### src/hw/rtl/mstc_pkg.sv
// Shared types, constants and decode functions for the tone correlator.
`default_nettype none
package mstc_pkg;

    localparam int NMODES     = 5;
    localparam int RAW_W      = 24;
    localparam int SLOT_W     = 9;
    localparam int MODE_W     = 3;
    localparam int CNT_W      = 20;
    localparam int ACC_W      = 44;
    localparam int PEAK_W     = 24;
    localparam int PHASE_W    = 32;
    localparam int CFG_IDX_W  = 1;
    localparam int CFG_DATA_W = 32;
    localparam int QDEPTH     = 4;

    localparam logic [CFG_IDX_W-1:0] CFG_PHASE_STEP = 1'd0;
    localparam logic [CFG_IDX_W-1:0] CFG_MAX_FRAMES = 1'd1;

    localparam logic [PHASE_W-1:0] PHASE_STEP_RST = 32'd19685267;
    localparam logic [CNT_W-1:0]   MAX_FRAMES_RST = 20'd96000;

    localparam logic [MODE_W-1:0] MODE_BE  = 3'd0;
    localparam logic [MODE_W-1:0] MODE_LE  = 3'd1;
    localparam logic [MODE_W-1:0] MODE_NIB = 3'd2;
    localparam logic [MODE_W-1:0] MODE_SWZ = 3'd3;
    localparam logic [MODE_W-1:0] MODE_NBB = 3'd4;

    typedef enum logic [1:0] {
        K_ACC,
        K_READ,
        K_READZ
    } t_kind;

    typedef struct packed {
        t_kind               kind;
        logic [RAW_W-1:0]    raw;
        logic [SLOT_W-1:0]   slot;
        logic [MODE_W-1:0]   mode;
        logic [PHASE_W-1:0]  phase;
        logic [CNT_W-1:0]    frames;
    } t_entry;

    typedef struct packed {
        logic empty;
        logic full;
    } t_q_stat;

    typedef struct packed {
        logic signed [ACC_W-1:0] sum;
        logic        [ACC_W-1:0] square;
        logic signed [ACC_W-1:0] sine;
        logic signed [ACC_W-1:0] cosine;
        logic        [PEAK_W-1:0] peak;
    } t_cell;

    typedef struct packed {
        logic [CNT_W-1:0]        count;
        t_cell [NMODES-1:0]      cells;
    } t_row;

    typedef struct packed {
        logic [CNT_W-1:0]         sample_count;
        logic signed [ACC_W-1:0]  sum_value;
        logic [ACC_W-1:0]         sum_square;
        logic signed [ACC_W-1:0]  sine_corr;
        logic signed [ACC_W-1:0]  cosine_corr;
        logic [PEAK_W-1:0]        peak_abs;
        logic [CNT_W-1:0]         frames_done;
    } t_result;

    function automatic logic [RAW_W-1:0] swap_bytes(input logic [RAW_W-1:0] w);
        return {w[7:0], w[15:8], w[23:16]};
    endfunction

    function automatic logic [RAW_W-1:0] swap_nibbles(input logic [RAW_W-1:0] w);
        return ((w & 24'hF0F0F0) >> 4) | ((w & 24'h0F0F0F) << 4);
    endfunction

    function automatic logic signed [RAW_W-1:0] decode(input logic [RAW_W-1:0] w,
                                                       input logic [MODE_W-1:0] m);
        logic [RAW_W-1:0] d;
        unique case (m)
            MODE_LE:  d = swap_bytes(w);
            MODE_NIB: d = swap_nibbles(w);
            MODE_SWZ: d = swap_nibbles(swap_bytes(w));
            MODE_NBB: d = swap_bytes(swap_nibbles(w));
            default:  d = w;
        endcase
        return signed'(d);
    endfunction

endpackage
`default_nettype wire

### src/hw/rtl/mstc_in_if.sv
// Sample/read request channel.
`default_nettype none
interface mstc_in_if import mstc_pkg::*; ();
    logic              valid;
    logic              ready;
    logic              cmd;
    logic [RAW_W-1:0]  raw_sample;
    logic [SLOT_W-1:0] slot;
    logic [MODE_W-1:0] read_mode;
    logic              frame_end;

    modport source (output valid, cmd, raw_sample, slot, read_mode, frame_end,
                    input ready);
    modport sink   (input valid, cmd, raw_sample, slot, read_mode, frame_end,
                    output ready);
endinterface
`default_nettype wire

### src/hw/rtl/mstc_front.sv
// Front end: config registers, frame/phase tracking, request classification.
`default_nettype none
module mstc_front import mstc_pkg::*; #(
    parameter int MAX_SLOTS = 512
) (
    input  wire logic                  i_clk,
    input  wire logic                  i_rst_n,
    input  wire logic                  i_cfg_we,
    input  wire logic [CFG_IDX_W-1:0]  i_cfg_idx,
    input  wire logic [CFG_DATA_W-1:0] i_cfg_data,
    input  wire logic                  i_clearing,
    input  wire t_q_stat               i_q_stat,
    mstc_in_if.sink                    in_ch,
    output logic                       o_push,
    output t_entry                     o_entry
);

    logic [PHASE_W-1:0] r_phase_step, r_phase_acc;
    logic [CNT_W-1:0]   r_max_frames, r_frame_count;
    logic               accept, live, slot_ok;

    assign in_ch.ready = !i_clearing && !i_q_stat.full;
    assign accept      = in_ch.valid && in_ch.ready;
    assign live        = r_frame_count < r_max_frames;
    assign slot_ok     = 32'(in_ch.slot) < 32'(MAX_SLOTS);

    always_comb begin
        o_entry.raw    = in_ch.raw_sample;
        o_entry.slot   = in_ch.slot;
        o_entry.mode   = in_ch.read_mode;
        o_entry.phase  = r_phase_acc;
        o_entry.frames = r_frame_count;
        o_push         = 1'b0;
        o_entry.kind   = K_ACC;
        if (in_ch.cmd) begin
            o_push = accept;
            o_entry.kind = (slot_ok && in_ch.read_mode < 3'(NMODES)) ? K_READ : K_READZ;
        end else begin
            o_push = accept && live && slot_ok;
        end
    end

    always_ff @(posedge i_clk) begin
        if (!i_rst_n) begin
            r_phase_step  <= PHASE_STEP_RST;
            r_max_frames  <= MAX_FRAMES_RST;
            r_phase_acc   <= '0;
            r_frame_count <= '0;
        end else begin
            if (i_cfg_we) begin
                unique case (i_cfg_idx)
                    CFG_PHASE_STEP: r_phase_step <= i_cfg_data;
                    CFG_MAX_FRAMES: r_max_frames <= i_cfg_data[CNT_W-1:0];
                    default: ;
                endcase
            end
            if (accept && !in_ch.cmd && live && in_ch.frame_end) begin
                r_phase_acc   <= r_phase_acc + r_phase_step;
                r_frame_count <= r_frame_count + 1'b1;
            end
        end
    end

endmodule
`default_nettype wire

### src/flat_wrapper.sv
// flat-port wrapper written by rule: the top's interface ports become plain ports
module mstc_front_flat import mstc_pkg::*;
#(
    parameter int MAX_SLOTS = 512
)
  (i_clk, i_rst_n, i_cfg_we, i_cfg_idx, i_cfg_data, i_clearing, i_q_stat, o_push, o_entry, in_ch_valid, in_ch_cmd, in_ch_raw_sample, in_ch_slot, in_ch_read_mode, in_ch_frame_end, in_ch_ready);
  mstc_in_if in_ch_i ();
  input  wire logic i_clk;
  input  wire logic i_rst_n;
  input  wire logic i_cfg_we;
  input  wire logic [CFG_IDX_W-1:0] i_cfg_idx;
  input  wire logic [CFG_DATA_W-1:0] i_cfg_data;
  input  wire logic i_clearing;
  input  wire t_q_stat i_q_stat;
  output logic o_push;
  output t_entry o_entry;
  input wire logic [$bits(in_ch_i.valid)-1:0] in_ch_valid;
  input wire logic [$bits(in_ch_i.cmd)-1:0] in_ch_cmd;
  input wire logic [$bits(in_ch_i.raw_sample)-1:0] in_ch_raw_sample;
  input wire logic [$bits(in_ch_i.slot)-1:0] in_ch_slot;
  input wire logic [$bits(in_ch_i.read_mode)-1:0] in_ch_read_mode;
  input wire logic [$bits(in_ch_i.frame_end)-1:0] in_ch_frame_end;
  output wire logic [$bits(in_ch_i.ready)-1:0] in_ch_ready;
  assign in_ch_i.valid = in_ch_valid;
  assign in_ch_i.cmd = in_ch_cmd;
  assign in_ch_i.raw_sample = in_ch_raw_sample;
  assign in_ch_i.slot = in_ch_slot;
  assign in_ch_i.read_mode = in_ch_read_mode;
  assign in_ch_i.frame_end = in_ch_frame_end;
  assign in_ch_ready = in_ch_i.ready;
  mstc_front #(.MAX_SLOTS(MAX_SLOTS)) u_core (.i_clk(i_clk), .i_rst_n(i_rst_n), .i_cfg_we(i_cfg_we), .i_cfg_idx(i_cfg_idx), .i_cfg_data(i_cfg_data), .i_clearing(i_clearing), .i_q_stat(i_q_stat), .in_ch(in_ch_i), .o_push(o_push), .o_entry(o_entry));
endmodule
### config.mk
export PLATFORM = sky130hd
export DESIGN_NAME = mstc_front_flat
export DESIGN_NICKNAME = d
export VERILOG_FILES = /design/src/hw/rtl/mstc_pkg.sv /design/src/hw/rtl/mstc_in_if.sv /design/src/hw/rtl/mstc_front.sv /design/src/flat_wrapper.sv
export SDC_FILE = /design/constraint.sdc
export NUM_CORES = 1
export LEC_CHECK = 0
export BUFFER_PORTS_ARGS = -buffer_cell sky130_fd_sc_hd__clkbuf_2
export CAP_MARGIN = 20
export CELL_PAD_IN_SITES_DETAIL_PLACEMENT = 1
export CELL_PAD_IN_SITES_GLOBAL_PLACEMENT = 2
export CORE_MARGIN = 8
export CORE_UTILIZATION = 30
export CTS_CLUSTER_DIAMETER = 60
export CTS_CLUSTER_SIZE = 10
export DETAILED_ROUTE_END_ITERATION = 10
export GPL_ROUTABILITY_DRIVEN = 1
export PLACE_DENSITY = 0.85
export SYNTH_ARGS = -nofsm -noshare
export SYNTH_HDL_FRONTEND = slang
export SYNTH_SLANG_ARGS = --single-unit
### constraint.sdc
create_clock -name i_clk -period 4 [get_ports i_clk]
set_clock_uncertainty 0.2 [all_clocks]
set_input_delay 0.8 -clock i_clk [delete_from_list [all_inputs] [get_ports i_clk]]
set_output_delay 0.8 -clock i_clk [all_outputs]
set_load 0.1 [all_outputs]
# Word-level counts from Yosys, hierarchy flattened
# Cells that the tools add are included.
# W data, S select, Z words.
[totals] romBits=0 regBits=104 out_inout_bits=92 memories=0 latch_bits=0 mem_bits_rw=0
[op_classes] n_lt_le_gt_ge=2 bitwise=1 n_mul=0 eq_ne=0 reduce_logical=11 shift=0 add_sub_neg=2 n_mux=3 div_mod_pow=0
[op_table] cell="$add A32 B32 Y32" n=1
[op_table] cell="$add A20 B1 Y20 const B" n=1
[op_table] cell="$lt A20 B20 Y1" n=1
[op_table] cell="$logic_and A1 B1 Y1" n=6
[op_table] cell="$mux W2" n=2
[op_table] cell="$reduce_and A2 Y1" n=2
[op_table] cell="$logic_not A1 Y1" n=3
[op_table] cell="$lt A3 B3 Y1 const B" n=1
[op_table] cell="$mux W1" n=1
[op_table] cell="$not A1 Y1" n=1

# Depth between registers and ports, before layout
[depth] ltp_word=6 mapped_depth=12

# Worst setup path before layout
# No wires, ideal clock.
[synth_path] path_kind="in2out" from="in i_q_stat[0] (netlist bit)" to="out o_push" stages=3 setup_slack_ns=-1.427 required_ns=3.000 arrival_ns=4.427 cell_sequence="nor2_1 nand2_1 o21ai_0"
[synth_via] elab_chain_cells=5
[synth_rtl] element="start, declared" line_no="flat_wrapper.sv:14" text="input wire t_q_stat i_q_stat;"
[synth_rtl] element="$logic_not A1 Y1 *" line_no="mstc_front.sv:22" text="assign in_ch.ready = !i_clearing && !i_q_stat.full;"
[synth_rtl] element="$logic_and A1 B1 Y1 *" line_no="mstc_front.sv:22"
[synth_rtl] element="$logic_and A1 B1 Y1 *" line_no="mstc_front.sv:23" text="assign accept = in_ch.valid && in_ch.ready;"
[synth_rtl] element="$logic_and A1 B1 Y1" line_no="mstc_front.sv:39" text="o_push = accept && live && slot_ok;"
[synth_rtl] element="$mux W1 *" line_no="mstc_front.sv:35" text="if (in_ch.cmd) begin"
[synth_rtl] element="end, declared" line_no="flat_wrapper.sv:15" text="output logic o_push;"
# Mark *: on every way between the ends. The rest lies on a longest branch, timed or not.

# Worst setup path after layout
[layout_path] from="reg u_core.r_frame_count[9]" to="out o_push"
[layout_via] elab_chain_cells=3
[layout_rtl] element="start, declared" line_no="mstc_front.sv:19" text="logic [CNT_W-1:0] r_max_frames, r_frame_count;"
[layout_rtl] element="start signal, assigned" line_no="mstc_front.sv:59" text="r_frame_count <= r_frame_count + 1'b1;"
[layout_rtl] element="$lt A20 B20 Y1" line_no="mstc_front.sv:24" text="assign live = r_frame_count < r_max_frames;"
[layout_rtl] element="$logic_and A1 B1 Y1" line_no="mstc_front.sv:39"
[layout_rtl] element="$mux W1" line_no="mstc_front.sv:35"
# No other way between the ends.

==> flow_summary.yaml <==
synth:
  synth_edf_count: 0
  yosys.cell_types.count: 57
  synth_area_sq_mm: 0.00623
  synth-seq-cells: 104
  syn_nets: 904
  avgSynthCellArea_sq_um: 8.05
  synthCells: 774
  synth_ff_type: "dfxtp_1"
  yosysSeqAreaShare: 0.334
  async_reset_ff_frac: 0
  yosysWarnings: 0
setup_path:
  path_max_fanout: 4
  worstPathArrival_ns: 2.63
  path_cells: "ha_1 > a21o_1 > a21o_1 > a21oi_1 > o21ai_0 > a21oi_2 > o21ai_0 > o21ai_2 > clkbuf_2"
  required_ns: 3.00
  rrSetupSlack_ns: 0.71
  cpPeakStageDelay_ns: 0.48
  start_kind: "register"
  r2r_end: "u_core.r_phase_acc[30]"
  critPathSlowestCell: "clkbuf_2"
  regToRegStartpoint: "u_core.r_phase_acc[0]"
  worstSetupPathType: "register to primary output"
  worst_setup_path_end_kind: "primary output"
  ff2ff_path_depth: 11
detailed_routing:
  via_per_inst: 5.00
  wire_per_inst_microns: 17.3
  drt_iter0_drc: 174
  ant_nets: 0
  vias: 5492
  drcViolationCount: 0
  wl_microns: 19000
  firstDrtPassIters: 4
sta:
  whs_ns: 0.261
  fmax_ghz: 0.275
  maxSlewViolCount: 0
  finalSetupViolations: 0
  rsz0062_at_grt: "no"
  worstMarginPinSlew_ns: 0.940
  max_slew_margin: 0.373
  finalCritPeriodShare: 0.908
  period_needed_ns: 3.63
  hold_viol_final: 0
  fin_setup_tns_ns: 0
global_routing:
  antenna_found_initial: 0
  grt_overflow: 0
  grt_pass1_wl_microns: 30700
  track_usage: 0.147
  grt_max_degree: 34
  grt_pass1_vias: 5778
floorplan:
  initial_core_util: 0.307
  num_rows: 52
  io_pins: 170
  coreArea_sq_mm: 0.0203
  fp.dieW_microns: 160
  dieArea_sq_mm: 0.0256
  die_h_microns: 160
status:
  status: "complete, no violations"
clock_tree:
  cts_buffer_depth: 2
  post-cts-setup-buffers: 0
  cts.clk_slew.worst_paths_ns: 0.07
  clk_latency_ns: 0.36
  cts_tree: "built"
  cts_buffers: 9
  ctsResizeCount: 0
  cts_hold_buf: 0
  cts_sinks: 104
  clockRootBuffer: "clkbuf_16"
  htreeDepth: 3
finish:
  final_common_cell: "nand2_1"
  final_cell_mix: "nand2_1 (125), dfxtp_1 (104), clkbuf_2 (102)"
  area_delta_synth_final_pct: 12.8
  drive_gt1_frac: 0.170
  num-fill-cells: 2534
  nets: 954
  diodes: 0
  multi_input_area_sq_mm: 0.00363
  register_area_sq_mm: 0.00208
placed_design:
  place_hpwl_microns: 14700
  io_buffer_count: 102
  place.gp.congestion: 0.808
hold_path:
  min_from: "u_core.r_max_frames[4]"
  min_path_type: "register to register"
  holdPathEnd: "u_core.r_max_frames[4]"
  hold_path_depth: 2
power_and_ir_drop:
  power.density_mw_per_mm2: 334
  peakVddDrop_v: 0.000202
  cellLeakagePower_nw: 3.14
job:
  max_cap_viol_count: 0
-- area by class of cell --
cell class | count | area share
inverters | 30 | 0.0160
multi-input cells | 571 | 0.517
well taps | 270 | 0.0481
clock buffers | 9 | 0.0321
clock inverters | 7 | 0.0112
flip-flops and latches | 104 | 0.296
repair buffers | 108 | 0.0791
-- kinds of logic after synthesis --
logic type,after synthesis,synth area share
buf+inv,99,0.0836
compound gates,172,0.178
fa+ha+maj,52,0.106
simple gates,286,0.209
xor+xnor,42,0.0591
flops,104,0.334
mux,19,0.0305
-- flip-flops by register name, indices dropped and copies added (netlist names) --
register and cells:
u_core.r_frame_count 20, u_core.r_max_frames 20, u_core.r_phase_acc 32, u_core.r_phase_step 32
-- worst max-delay path by stage --
stage,start,end,cells after the start
floorplan,i_q_stat[0],o_push,5
global placement,i_q_stat[0],o_push,7
detailed placement,i_q_stat[0],o_push,7
CTS,u_core.r_frame_count[9],o_push,9
global route,u_core.r_frame_count[9],o_push,9
finish,u_core.r_frame_count[9],o_push,9
-- worst max-delay path, delay by kind of cell (launching register included) --
kind	cells	cell delay, ns
flip-flops	1	0.47
adder cells (fa/ha/maj)	1	0.31
buffers and inverters	1	0.48
AO/OA/AOI/OAI	7	1.01
-- report_power, final --
part | leakage [nW] | internal [mW] | switching [mW] | total, mW
sequential | 0.847 | 1.07 | 0.0209 | 1.09
combinational | 2.15 | 0.102 | 0.221 | 0.322
clock | 0.144 | 0.494 | 0.439 | 0.933
total | 3.14 | 1.66 | 0.681 | 2.34
-- through the flow --
stage / power, mW / utilization / std cells / cell area, sq um / setup WS (ns)
final: 2.34 / 0.346 / 1099 / 7030 / 0.368
after detailed placement: 1.44 / 0.331 / 1083 / 6720 / 0.784
after global placement: 1.43 / 0.331 / 1083 / 6720 / 0.814
after floorplan: 1.50 / - / 774 / 6230 / 0.287
after global routing: 2.45 / 0.346 / 1099 / 7030 / 0.234
after CTS: 2.38 / 0.346 / 1099 / 7030 / 0.360
-- cell usage after synthesis (2+ instances only) --
cell type / n / share of area
nand3_1: 34 / 0.027
a31oi_1: 5 / 0.0050
inv_1: 29 / 0.017
dfxtp_1: 104 / 0.33
nor2b_1: 3 / 0.0030
or2_2: 3 / 0.0030
nand4_1: 16 / 0.016
mux2i_1: 19 / 0.031
and2_1: 6 / 0.0060
o31ai_1: 2 / 0.0024
o21ai_0: 22 / 0.018
a211oi_1: 6 / 0.0072
buf_4: 38 / 0.046
o211ai_1: 13 / 0.016
nor2_1: 64 / 0.039
a21o_1: 21 / 0.025
nor3_1: 3 / 0.0024
a21oi_1: 69 / 0.055
o21a_1: 7 / 0.0084
ha_1: 51 / 0.10
buf_1: 2 / 0.0012
nand2_1: 125 / 0.075
xor2_1: 23 / 0.032
buf_2: 4 / 0.0032
and4_1: 2 / 0.0028
xnor2_1: 19 / 0.027
nand2b_1: 6 / 0.0060
nand4b_1: 2 / 0.0028
o221ai_1: 2 / 0.0028
and3_1: 8 / 0.0080
o22ai_1: 9 / 0.0090
or3_1: 8 / 0.0080
o21bai_1: 2 / 0.0024
clkbuf_1: 24 / 0.014
-- metal layers --
| metal | GRT usage | vias up | wire length, microns |
|---|---|---|---|
| met5 | 0 | - | 0 |
| met1 | 0.180 | 2637 | 8860 |
| met3 | 0.0362 | 14 | 712 |
| met4 | 0.0276 | 0 | 176 |
| met2 | 0.258 | 84 | 9280 |
| li1 | - | 2757 | - |
Power figures use the tool's default switching activity.
