[src/hw/rtl/mstc_pkg.sv]
// Shared types, constants and decode functions for the tone correlator.
`default_nettype none
package mstc_pkg;

    localparam int NMODES     = 5;
    localparam int RAW_W      = 24;
    localparam int SLOT_W     = 9;
    localparam int MODE_W     = 3;
    localparam int CNT_W      = 20;
    localparam int ACC_W      = 44;
    localparam int PEAK_W     = 24;
    localparam int PHASE_W    = 32;
    localparam int CFG_IDX_W  = 1;
    localparam int CFG_DATA_W = 32;
    localparam int QDEPTH     = 4;

    localparam logic [CFG_IDX_W-1:0] CFG_PHASE_STEP = 1'd0;
    localparam logic [CFG_IDX_W-1:0] CFG_MAX_FRAMES = 1'd1;

    localparam logic [PHASE_W-1:0] PHASE_STEP_RST = 32'd19685267;
    localparam logic [CNT_W-1:0]   MAX_FRAMES_RST = 20'd96000;

    localparam logic [MODE_W-1:0] MODE_BE  = 3'd0;
    localparam logic [MODE_W-1:0] MODE_LE  = 3'd1;
    localparam logic [MODE_W-1:0] MODE_NIB = 3'd2;
    localparam logic [MODE_W-1:0] MODE_SWZ = 3'd3;
    localparam logic [MODE_W-1:0] MODE_NBB = 3'd4;

    typedef enum logic [1:0] {
        K_ACC,
        K_READ,
        K_READZ
    } t_kind;

    typedef struct packed {
        t_kind               kind;
        logic [RAW_W-1:0]    raw;
        logic [SLOT_W-1:0]   slot;
        logic [MODE_W-1:0]   mode;
        logic [PHASE_W-1:0]  phase;
        logic [CNT_W-1:0]    frames;
    } t_entry;

    typedef struct packed {
        logic empty;
        logic full;
    } t_q_stat;

    typedef struct packed {
        logic signed [ACC_W-1:0] sum;
        logic        [ACC_W-1:0] square;
        logic signed [ACC_W-1:0] sine;
        logic signed [ACC_W-1:0] cosine;
        logic        [PEAK_W-1:0] peak;
    } t_cell;

    typedef struct packed {
        logic [CNT_W-1:0]        count;
        t_cell [NMODES-1:0]      cells;
    } t_row;

    typedef struct packed {
        logic [CNT_W-1:0]         sample_count;
        logic signed [ACC_W-1:0]  sum_value;
        logic [ACC_W-1:0]         sum_square;
        logic signed [ACC_W-1:0]  sine_corr;
        logic signed [ACC_W-1:0]  cosine_corr;
        logic [PEAK_W-1:0]        peak_abs;
        logic [CNT_W-1:0]         frames_done;
    } t_result;

    function automatic logic [RAW_W-1:0] swap_bytes(input logic [RAW_W-1:0] w);
        return {w[7:0], w[15:8], w[23:16]};
    endfunction

    function automatic logic [RAW_W-1:0] swap_nibbles(input logic [RAW_W-1:0] w);
        return ((w & 24'hF0F0F0) >> 4) | ((w & 24'h0F0F0F) << 4);
    endfunction

    function automatic logic signed [RAW_W-1:0] decode(input logic [RAW_W-1:0] w,
                                                       input logic [MODE_W-1:0] m);
        logic [RAW_W-1:0] d;
        unique case (m)
            MODE_LE:  d = swap_bytes(w);
            MODE_NIB: d = swap_nibbles(w);
            MODE_SWZ: d = swap_nibbles(swap_bytes(w));
            MODE_NBB: d = swap_bytes(swap_nibbles(w));
            default:  d = w;
        endcase
        return signed'(d);
    endfunction

endpackage
`default_nettype wire

[src/hw/rtl/mstc_queue.sv]
// Short request queue between front and back.
`default_nettype none
module mstc_queue import mstc_pkg::*; (
    input  wire logic i_clk,
    input  wire logic i_rst_n,
    input  wire logic i_push,
    input  wire t_entry i_entry,
    input  wire logic i_pop,
    output t_entry    o_entry,
    output t_q_stat   o_stat
);

    localparam int PW = $clog2(QDEPTH);

    t_entry          r_slots [QDEPTH];
    logic [PW-1:0]   r_wp, r_rp;
    logic [PW:0]     r_cnt;

    assign o_entry      = r_slots[r_rp];
    assign o_stat.empty = r_cnt == '0;
    assign o_stat.full  = r_cnt == (PW+1)'(QDEPTH);

    always_ff @(posedge i_clk) begin
        if (i_push) r_slots[r_wp] <= i_entry;
    end

    always_ff @(posedge i_clk) begin
        if (!i_rst_n) begin
            r_wp  <= '0;
            r_rp  <= '0;
            r_cnt <= '0;
        end else begin
            if (i_push) r_wp <= r_wp + 1'b1;
            if (i_pop)  r_rp <= r_rp + 1'b1;
            r_cnt <= r_cnt + (PW+1)'(i_push) - (PW+1)'(i_pop);
        end
    end

endmodule
`default_nettype wire

[config.mk]
export PLATFORM = sky130hd
export DESIGN_NAME = mstc_queue
export DESIGN_NICKNAME = d
export VERILOG_FILES = /design/src/hw/rtl/mstc_pkg.sv /design/src/hw/rtl/mstc_queue.sv
export SDC_FILE = /design/constraint.sdc
export NUM_CORES = 1
export LEC_CHECK = 0
export BUFFER_PORTS_ARGS = -buffer_cell sky130_fd_sc_hd__buf_4
export CORE_UTILIZATION = 50
export DETAILED_ROUTE_END_ITERATION = 8
export GPL_TIMING_DRIVEN = 0
export PLACE_DENSITY = 0.79
export SYNTH_ARGS = -nofsm -noshare
export SYNTH_HDL_FRONTEND = slang
export SYNTH_SLANG_ARGS = --single-unit
[constraint.sdc]
create_clock -name i_clk -period 3.4 [get_ports i_clk]
set_clock_uncertainty 0.15 [all_clocks]
set_input_delay 0.68 -clock i_clk [delete_from_list [all_inputs] [get_ports i_clk]]
set_output_delay 0.68 -clock i_clk [all_outputs]
set_load 0.05 [all_outputs]
Word level (Yosys, flattened, before mapping) --
Memory sizes are Yosys's and may differ from the RTL's. A register that Yosys moved wholly into a read port is not among the register bits. Cells that the tools add are included.
Word-level totals: word-level logic and storage cells 14, memories 1, bits in writable memories 360, register bits 7, input bits 94
Memory list:
- r_slots | depth 4, bits a word 90, rd ports 1, clocked after memory_dff 1, wr ports 1, RTL line mstc_queue.sv:15 | t_entry r_slots [QDEPTH];
Operators by class: add/sub/neg operators 4, eq/ne operators 1, muxes and demuxes 4, reductions and logical operators 1
Operators with widths (number):
- $add A2 B1 Y2 const B | 2
- $mux W2 | 2
- $add A3 B1 Y3 | 1
- $eq A3 B3 Y1 const B | 1
- $logic_not A3 Y1 | 1
- $sub A3 B1 Y3 | 1
- $mux W1 | 2

Depth between registers and ports, before layout --
Gate-level depths: netlist of run 1.
depth in word-level cells 3, gate-level depth with buffers 7, gate-level depth less buffers 7

Least setup slack after synthesis of run 1 --
OpenSTA, ideal clock, no wires.
kind input to register, start point input port i_push, end point memory r_slots[0][0] (netlist name) (enable), data arrival time 2.766 ns, data required time 2.792 ns, library setup time 0.458 ns, setup slack 0.026 ns, stages on the path 1, buffers on the path 0, path through and2_1
On the way: longest elaborated chain between the ends 2
Ends and longest elaborated chain:
- start: declaration | RTL line mstc_queue.sv:6 | input wire logic i_push,
- $mux W1 | RTL line mstc_queue.sv:24 | if (i_push) r_slots[r_wp] <= i_entry;
- $mux W1 (implied by the code) | RTL line mstc_queue.sv:24
- end: declaration | RTL line mstc_queue.sv:15
No other way between the ends.

==> flow_metrics.tcl, run 1 <==
set metrics [dict create \
    status "complete, but fails checks" \
    violations "design-rule violations" \
    yosysMostFrequentCell "edfxtp_1" \
    nets 842 \
    die_w_um 166 \
    ir_drop_v 0.000553 \
    final_antenna_net_count 0 \
    design_area_mm2 0.0166 \
    slowest_stage "buf_1" \
    nFillCells 1747 \
    clock_path_buffers 3 \
    grt_overflow 0 \
    ys.warnings.count 0 \
    via_per_inst 5.51 \
    synth-edff-count 360 \
    row_count 59 \
    grt_pass1_wl_mm 37.3 \
    syn_nets 614 \
    yosys_register_bits 369 \
    setup.worst_path.end_class "output port" \
    vias 6051 \
    slowest_delay_ns 0.51 \
    numCtsBuffers 37 \
    async_reset_ff_share_pct 0 \
    diodes 0 \
    die-area_mm2 0.0277 \
    core_mm2 0.0263 \
    required_ns 2.57 \
    multi_input_area_mm2 0.00227 \
    drt_wl_total_mm 24.6 \
    gp_congestion 0.750 \
    max_slew_margin_pct 55.3 \
    cts-root-buf "clkbuf_16" \
    cap_violations 0 \
    htreeDepth 2 \
    synth_seq_area_share_pct 81.3 \
    hold_viol_final 0 \
    crit_buf_inv 3 \
    crit_path_start_kind "flip-flop" \
    path_clk_slew_ns 0.06 \
    cp.arrival_ns 2.33 \
    dpl.hpwl_mm 15.2 \
    io_pins 186 \
    max_freq_ghz 0.317 \
    synth-main-ff-cell "edfxtp_1" \
    numPortBuffers 185 \
    ys_top_cells_by_area "edfxtp_1, mux4_2, buf_12" \
    grt_use_total_pct 18.0 \
    power_density_mw_per_mm2 659 \
    area_growth_pct 23.1 \
    clkSinkCount 369 \
    worst_pin_slew_ns 0.670 \
    cts_tree "done" \
    placed_area_mm2 0.0154 \
    wire_per_inst_um 22.4 \
    rsz0062_at_grt "no" \
    synth_top_area_share_pct 80.0 \
    grt_pass1_vias 6619 \
    post-route-period-util_pct 92.9 \
    synthesis.instances 513 \
    layout-drive-gt1-share_pct 46.6 \
    die_h_um 166 \
    drc_errors 12 \
    crit_fanout 10 \
    hp-class "in2reg" \
    whs_ns 0.223 \
    cts_resized 0 \
    path_delay_family "buffers and inverters" \
    ys_top_cells_by_count "edfxtp_1, mux4_2, buf_12, buf_2, dfxtp_1" \
    drv_slew 0 \
    leakage_nw 5.68 \
    seqCellArea_mm2 0.0110 \
    period_minus_slack_ns 3.16 \
    antenna_found_initial 0 \
    synth.largest_area_cell "edfxtp_1" \
    ys_types 20 \
    first_iter_violations 495 \
    worstSetupPathType "reg2out" \
    reg2reg_slack_ns 1.34 \
    crit_chain "buf_1 -> buf_2 -> mux4_2 -> buf_4" \
    cts_hold_buf 0 \
    netlist_area_mm2 0.0135 \
    drt-pass1-iter-count 6 \
    syn_area_per_cell_um2 26.4 \
    setup-violations-final 0 \
    post-cts-setup-buffer-count 0 \
    start_util_pct 51.4 \
    clk_latency_ns 0.50 \
    grt_max_degree 56 \
]
sequential cells by signal, indices dropped and copies added (netlist names), named ones only:
name / flops
r_cnt: 3
r_slots: 360
r_wp: 2
r_rp: 2
worst reg2reg max path: stages (launching register included):
cell     delay (ns)
dfxtp_1        0.41
ha_1           0.18
and2_4         0.55
buf_16         0.38
cell usage in the layout (no fill, tap or decap):
cell,Yosys,layout
edfxtp_1,360,360
buf_4,0,185
mux4_2,90,90
clkbuf_16,0,37
buf_12,9,9
buf_2,9,9
dfxtp_1,9,9
inv_1,7,7
clkinv_2,0,7
ha_1,6,6
bufinv_16,0,6
nor2_1,5,5
clkinv_1,0,5
and2_4,0,4
clkbuf_1,0,4
buf_16,0,4
and2_1,6,2
xnor2_1,2,2
inv_6,0,2
buf_6,1,1
buf_1,1,1
and3_1,1,1
nor3_1,1,1
a21bo_2,1,1
nand3b_1,1,1
a21oi_1,1,1
mux2i_1,1,1
xor3_1,1,1
fa_1,1,1
clkinvlp_4,0,1
kinds of logic after synthesis:
family,count (synthesis),share of synthesized area (%)
adder cells (fa/ha/maj),7,0.703
AND/OR/NAND/NOR,14,0.555
XOR/XNOR,3,0.305
AO/OA/AOI/OAI,2,0.111
flip-flops,369,81.3
buffers and inverters,27,1.97
multiplexers,91,15.1
through the flow:
stage	setup WS, ns	cells	utilization (%)	TNS, ns	total power, mW
after floorplan	0.0257	513	-	0	6.51
after global placement	-1.57	1033	58.3	-557.81	7.01
after detailed placement	0.664	1037	58.8	0	7.06
after CTS	0.109	1099	63.3	0	11.1
after global routing	0.0505	1099	63.3	0	11.3
final	0.242	1099	63.3	0	11.0
layout make-up:
| type | instances | area share (%) |
|---|---|---|
| Buffer | 20 | 1.44 |
| Sequential cell | 369 | 66.0 |
| Multi-Input combinational cell | 117 | 13.7 |
| Tap cell | 335 | 2.52 |
| Clock inverter | 21 | 1.56 |
| Timing Repair Buffer | 189 | 9.00 |
| Clock buffer | 41 | 5.65 |
| Inverter | 7 | 0.158 |
layer usage:
| metal | track usage, % | routed length [um] | vias to the layer above |
|---|---|---|---|
| li1 | - | - | 2655 |
| met1 | 21.8 | 9660 | 3162 |
| met2 | 31.5 | 12700 | 190 |
| met3 | 4.80 | 1650 | 44 |
| met4 | 5.92 | 558 | 0 |
| met5 | 0 | 0 | - |
worst paths after layout:
kind | depth (start not counted) | endpoint | start
setup / recovery | 4 | o_entry[75] | flip-flop
setup reg to reg | 3 | r_slots[3][60] | r_wp[1]
hold / removal | 1 | r_slots[3][87] | i_entry[87]
hold reg to reg | 2 | r_rp[1] | r_rp[0]
where the power goes:
part / switching, mW / internal (mW) / total [mW]
sequential: 0.0557 / 5.23 / 5.28
combinational: 1.04 / 0.614 / 1.65
clock: 1.58 / 2.45 / 4.03
No activity file was read; power rests on OpenSTA's default activity.
==> run 2, diff against run 1 <==
- ABC_AREA: default -> 1
- PLACE_DENSITY: 0.79 -> 0.78
==> run 2 against run 1 <==
  * The flow now finishes without violations
  * Critical path type unchanged
  * Global-route usage increased by 2.9 points
  * Sequential power about the same
  * Die area up 11%
==> flow_metrics.tcl, run 2 <==
set metrics [dict create \
    async_reset_ff_share_pct 0 \
    netlist_area_mm2 0.0151 \
    antenna_found_initial 0 \
    hold_depth 1 \
    nFillCells 2240 \
    drt_wl_total_mm 32.3 \
    area_growth_pct 21.9 \
    max_slew_margin_pct 43.7 \
    layout-drive-gt1-share_pct 28.6 \
    synth-edff-count 360 \
    intPower_mw 8.41 \
    vias 8985 \
    ys_types 18 \
    grt_max_degree 62 \
    via_per_inst 5.13 \
    finalSetupTns_ns 0 \
    gp_congestion 0.766 \
    rsz0062_at_grt "no" \
    ys.warnings.count 0 \
    r2r_cells 4 \
    dpl.hpwl_mm 19.1 \
    power_density_mw_per_mm2 613 \
    crit_fanout 10 \
    drt-pass1-iter-count 5 \
    seqPwrFrac_pct 46.6 \
    die_h_um 176 \
    wire_per_inst_um 18.4 \
    setup-violations-final 0 \
    drc_errors 0 \
    p_comb_share_pct 15.2 \
    synthesis.instances 1105 \
    clk_latency_ns 0.51 \
    crit_path_start_kind "flip-flop" \
    post-route-period-util_pct 82.4 \
    grt_pass1_wl_mm 48.9 \
    reg.largest.list "r_slots x360, r_cnt x3" \
    status "finished clean" \
    leakage_nw 7.20 \
    nets 1435 \
    cts_resized 0 \
    ys_top_cells_by_area "edfxtp_1, o211ai_2, inv_1" \
    core_mm2 0.0296 \
    cts-root-buf "clkbuf_16" \
    synth_seq_area_share_pct 72.9 \
    start_util_pct 50.9 \
    syn_nets 1206 \
    hp-class "in2reg" \
    syn_area_per_cell_um2 13.6 \
    multi_input_area_mm2 0.00290 \
    clock_path_buffers 3 \
    largest_reg_flops 360 \
    seqCellArea_mm2 0.0110 \
    yosysMostFrequentCell "edfxtp_1" \
    synth_top_area_share_pct 71.7 \
    cts_tree "done" \
    grt_pass1_vias 9116 \
    postLayoutSetupSlackWorst_ns 0.598 \
    swShare_pct 25.4 \
    synth-main-ff-cell "edfxtp_1" \
    required_ns 2.57 \
    first_iter_violations 614 \
    whs_ns 0.216 \
    drv_slew 0 \
    clkSinkCount 369 \
    numCtsBuffers 38 \
    final_common_cell "edfxtp_1" \
    layout_common_cells "edfxtp_1, buf_4, inv_1, nand2_1, a21oi_1" \
    cts_hold_buf 0 \
    grt_use_total_pct 20.9 \
    htreeDepth 2 \
    cap_violations 0 \
    synth.largest_area_cell "edfxtp_1" \
    yosys_register_bits 369 \
    grt_overflow 0 \
    setup.worst_path.end_class "output port" \
    worst_pin_slew_ns 0.845 \
    diodes 0 \
    top_register "r_slots" \
    ir_drop_v 0.000486 \
    die_w_um 176 \
    max_freq_ghz 0.357 \
    post-cts-setup-buffer-count 0 \
    cp.arrival_ns 1.97 \
    worstSetupPathType "reg2out" \
    path_clk_slew_ns 0.07 \
    numPortBuffers 185 \
    die-area_mm2 0.0309 \
    period_minus_slack_ns 2.80 \
    hold_viol_final 0 \
    final_antenna_net_count 0 \
    io_pins 186 \
    p_sw_mw 2.87 \
    row_count 63 \
    p_clk_share_pct 38.2 \
    ys_top_cells_by_count "edfxtp_1, inv_1, nand2_1" \
    fin_util_pct 62.0 \
    place_worst_setup_slack_ns 0.996 \
]
run 2: cell types whose count changed in the layout (fill, tap and decap cells not counted), moves of 7 or more:
cell / before / now
nand2_1: 0 / 190
buf_6: 1 / 19
inv_1: 7 / 191
buf_4: 185 / 201
buf_12: 9 / 0
o211ai_2: 0 / 90
o21ai_0: 0 / 54
o21ai_1: 0 / 40
mux4_2: 90 / 0
clkbuf_1: 4 / 13
buf_2: 9 / 16
a21oi_1: 1 / 96
run 2: final timing paths:
check	start	end	slack [ns]
worst max-delay path	flip-flop	o_entry[20]	0.60
worst min-delay path	i_entry[41]	r_slots[1][41]	0.22
worst max register to register	r_wp[0]	r_slots[3][85]	1.32
worst min register to register	r_rp[0]	r_rp[0]	0.33
run 2: layer usage:
metal	wire length, um	GRT usage, %	part of all wire (%)
met5	0	0	0
met4	783	6.16	2.4
met3	1940	4.13	6.0
met2	16000	35.5	50
met1	13500	27.3	42
run 2: per-stage QoR:
step / instance area [um2] / cells / total power, mW
6_report: 18400 / 1750 / 11.3
5_1_grt: 18400 / 1750 / 11.6
4_1_cts: 18400 / 1750 / 11.4
3_5_place_dp: 17100 / 1684 / 7.08
3_3_place_gp: 17000 / 1680 / 7.04
2_1_floorplan: 15100 / 1105 / 6.46
run 2: logic make-up (layout without fill, tap and decap cells):
logic type	count (synthesis)	count (layout)	synth area share (%)
and+or+nand+nor	194	194	4.85
adders and majority gates	7	7	0.631
DFF	369	369	72.9
AOI/OAI and AO/OA	280	280	13.8
buffers and inverters	255	510	7.85
run 2: area by class of cell:
cell class | count | area share (%)
Sequential cell | 369 | 59.8
Multi-Input combinational cell | 481 | 15.8
Buffer | 60 | 2.46
Clock buffer | 44 | 5.41
Clock inverter | 22 | 1.70
Tap cell | 390 | 2.65
Timing Repair Buffer | 189 | 8.16
Inverter | 195 | 4.04
run 2: power groups by stage:
stage                     clock network (mW)  registers [mW]  logic (mW)
final                                   4.30            5.26        1.72
after global routing                    4.56            5.27        1.82
after CTS                               4.39            5.26        1.73
after detailed placement                   0            5.35        1.73
after global placement                     0            5.37        1.67
after floorplan                            0            5.35        1.11
run 2: worst max-delay path, stage by stage, from the launching register on:
cell	delay (ns)
dfxtp_1	0.32
buf_6	0.18
clkbuf_1	0.47
a21oi_1	0.09
o21ai_0	0.11
nand2_1	0.08
buf_4	0.19
==> run 3, diff against run 2 <==
- PLACE_DENSITY: 0.78 -> 0.75
- clock period: 3.4 -> 2.6 ns (I/O delays scaled with it)
==> run 3 against run 2 <==
  * Cell area rose by 0.91%
  * Sequential power rose by 31%
  * Final cell count rose by 0.69%
  * Clock power rose by 25%
  * Largest cell class unchanged
  * Die area did not move
  * Register-to-register slack got worse by 0.99 ns
  * Routed wire length rose by 1.6%
  * Setup slack got worse by 0.52 ns
  * Highest routed layer unchanged
  * Core utilization rose by 0.57 points
  * Sequential share of layout area fell by 0.54 points
  * Critical path depth rose by 1
==> flow_metrics.tcl, run 3 (synthesis results as in run 2) <==
set metrics [dict create \
    seqCellArea_mm2 0.0110 \
    die-area_mm2 0.0309 \
    drt-pass1-iter-count 5 \
    slowest_delay_ns 0.32 \
    crit_chain "buf_6 -> buf_8 -> buf_4 -> nand2_1 -> o211ai_2 -> nand2_1 -> buf_4" \
    hp-class "in2reg" \
    via_per_inst 5.10 \
    numCtsBuffers 39 \
    post-route-period-util_pct 96.9 \
    power_density_mw_per_mm2 783 \
    power_mw 14.5 \
    setup-violations-final 0 \
    clk_latency_ns 0.51 \
    antenna_found_initial 1 \
    grt_use_total_pct 21.3 \
    nFillCells 2262 \
    grt_max_degree 34 \
    cts_tree "done" \
    timing.rr.end "r_slots[2][55]" \
    placed_area_mm2 0.0172 \
    r2r_cells 4 \
    drt_wl_total_mm 32.8 \
    grt_overflow 0 \
    max_slew_margin_pct 40.9 \
    layout_common_cells "edfxtp_1, buf_4, inv_1, nand2_1, a21oi_1" \
    largest_reg_flops 360 \
    reg.largest.list "r_slots x360, r_cnt x3" \
    status "finished clean" \
    max_freq_ghz 0.397 \
    leakage_nw 7.23 \
    path_delay_family "buffers and inverters" \
    crit_buf_inv 4 \
    rr_startpoint "r_wp[0]" \
    gp_congestion 0.762 \
    worst_pin_slew_ns 0.882 \
    numPortBuffers 185 \
    postLayoutSetupSlackWorst_ns 0.0796 \
    post-cts-setup-buffer-count 0 \
    setup.worst_path.end_class "output port" \
    cts-root-buf "clkbuf_16" \
    drc_errors 0 \
    hold_viol_final 0 \
    worstSetupPathType "reg2out" \
    area_growth_pct 23.0 \
    row_count 63 \
    wire_per_inst_um 18.6 \
    final_antenna_net_count 0 \
    multi_input_area_mm2 0.00290 \
    design_area_mm2 0.0185 \
    nets 1445 \
    die_h_um 176 \
    required_ns 1.93 \
    grt_pass1_vias 9150 \
    drv_slew 0 \
    place_worst_setup_slack_ns 0.0690 \
    clkSinkCount 369 \
    fin_util_pct 62.6 \
    top_register "r_slots" \
    period_minus_slack_ns 2.52 \
    crit_path_start_kind "flip-flop" \
    first_iter_violations 575 \
    final_common_cell "edfxtp_1" \
    rsz0062_at_grt "yes" \
    cap_violations 0 \
    dpl.hpwl_mm 20.0 \
    vias 8985 \
    core_mm2 0.0296 \
    crit_fanout 10 \
    cp.arrival_ns 1.85 \
    crit_cells 7 \
    grt_pass1_wl_mm 49.6 \
    layout-drive-gt1-share_pct 29.8 \
    io_pins 186 \
    reg2reg_slack_ns 0.33 \
    die_w_um 176 \
    slowest_stage "dfxtp_1" \
    ir_drop_v 0.000578 \
    critPathCapture "o_entry[74]" \
    htreeDepth 2 \
    start_util_pct 50.9 \
    cts_hold_buf 0 \
    clock_path_buffers 3 \
    path_clk_slew_ns 0.06 \
]
## run 3: cell count changes in the layout (fill, tap and decap cells not counted), sizes merged
cell and delta:
buf +1, diode +1, clkbuf +10, clkinvlp +9, bufinv -5, clkinv +1
inv -5
## run 3: worst min path at each step
stage / start / endpoint / depth (start not counted)
5_1_grt: i_entry[25] / r_slots[2][25] / 1
2_1_floorplan: r_rp[1] / flip-flop / 2
6_report: i_entry[25] / r_slots[2][25] / 1
4_1_cts: i_entry[25] / r_slots[2][25] / 1
3_3_place_gp: r_rp[1] / r_rp[1] / 2
3_5_place_dp: r_rp[1] / r_rp[1] / 2
## run 3: metal layers
metal | GRT usage, % | share of wire, % | vias to the layer above
li1 | - | - | 4329
met1 | 27.4 | 41 | 4291
met2 | 35.8 | 49 | 295
met3 | 4.09 | 6.5 | 70
met4 | 8.19 | 3.2 | 0
met5 | 0 | 0 | -
## run 3: per-stage QoR
| stage | TNS, ns | cells | hold WS [ns] |
|---|---|---|---|
| 6_report | 0 | 1762 | 0.0469 |
| 5_1_grt | -0.0653 | 1762 | 0.0275 |
| 4_1_cts | -0.251 | 1759 | 0.0255 |
| 3_5_place_dp | 0 | 1691 | 0.305 |
| 3_3_place_gp | -403.78 | 1680 | 0.300 |
| 2_1_floorplan | 0 | 1105 | 0.286 |
## run 3: final cells by class
cell class,count,area share [%]
diodes,1,0.0135
inverters,195,4.03
flip-flops and latches,369,59.3
multi-input cells,481,15.7
plain buffers,60,2.95
well taps,390,2.63
clock inverters,20,1.01
repair buffers,196,8.74
clock buffers,48,5.67
repair inverters,2,0.0540
## run 3: power by group
part           switching [mW]  internal, mW  leakage [nW]  total, mW
Combinational            1.59         0.697          3.25       2.29
Clock                    2.19          3.17         0.596       5.36
Sequential             0.0689          6.80          3.38       6.87
Total                    3.85          10.7          7.23       14.5
## run 3: repair_timing
item                                    CTS  global route
cloned                                    0             2
endpoints found under the setup margin   33           143
resized for setup                         9            36
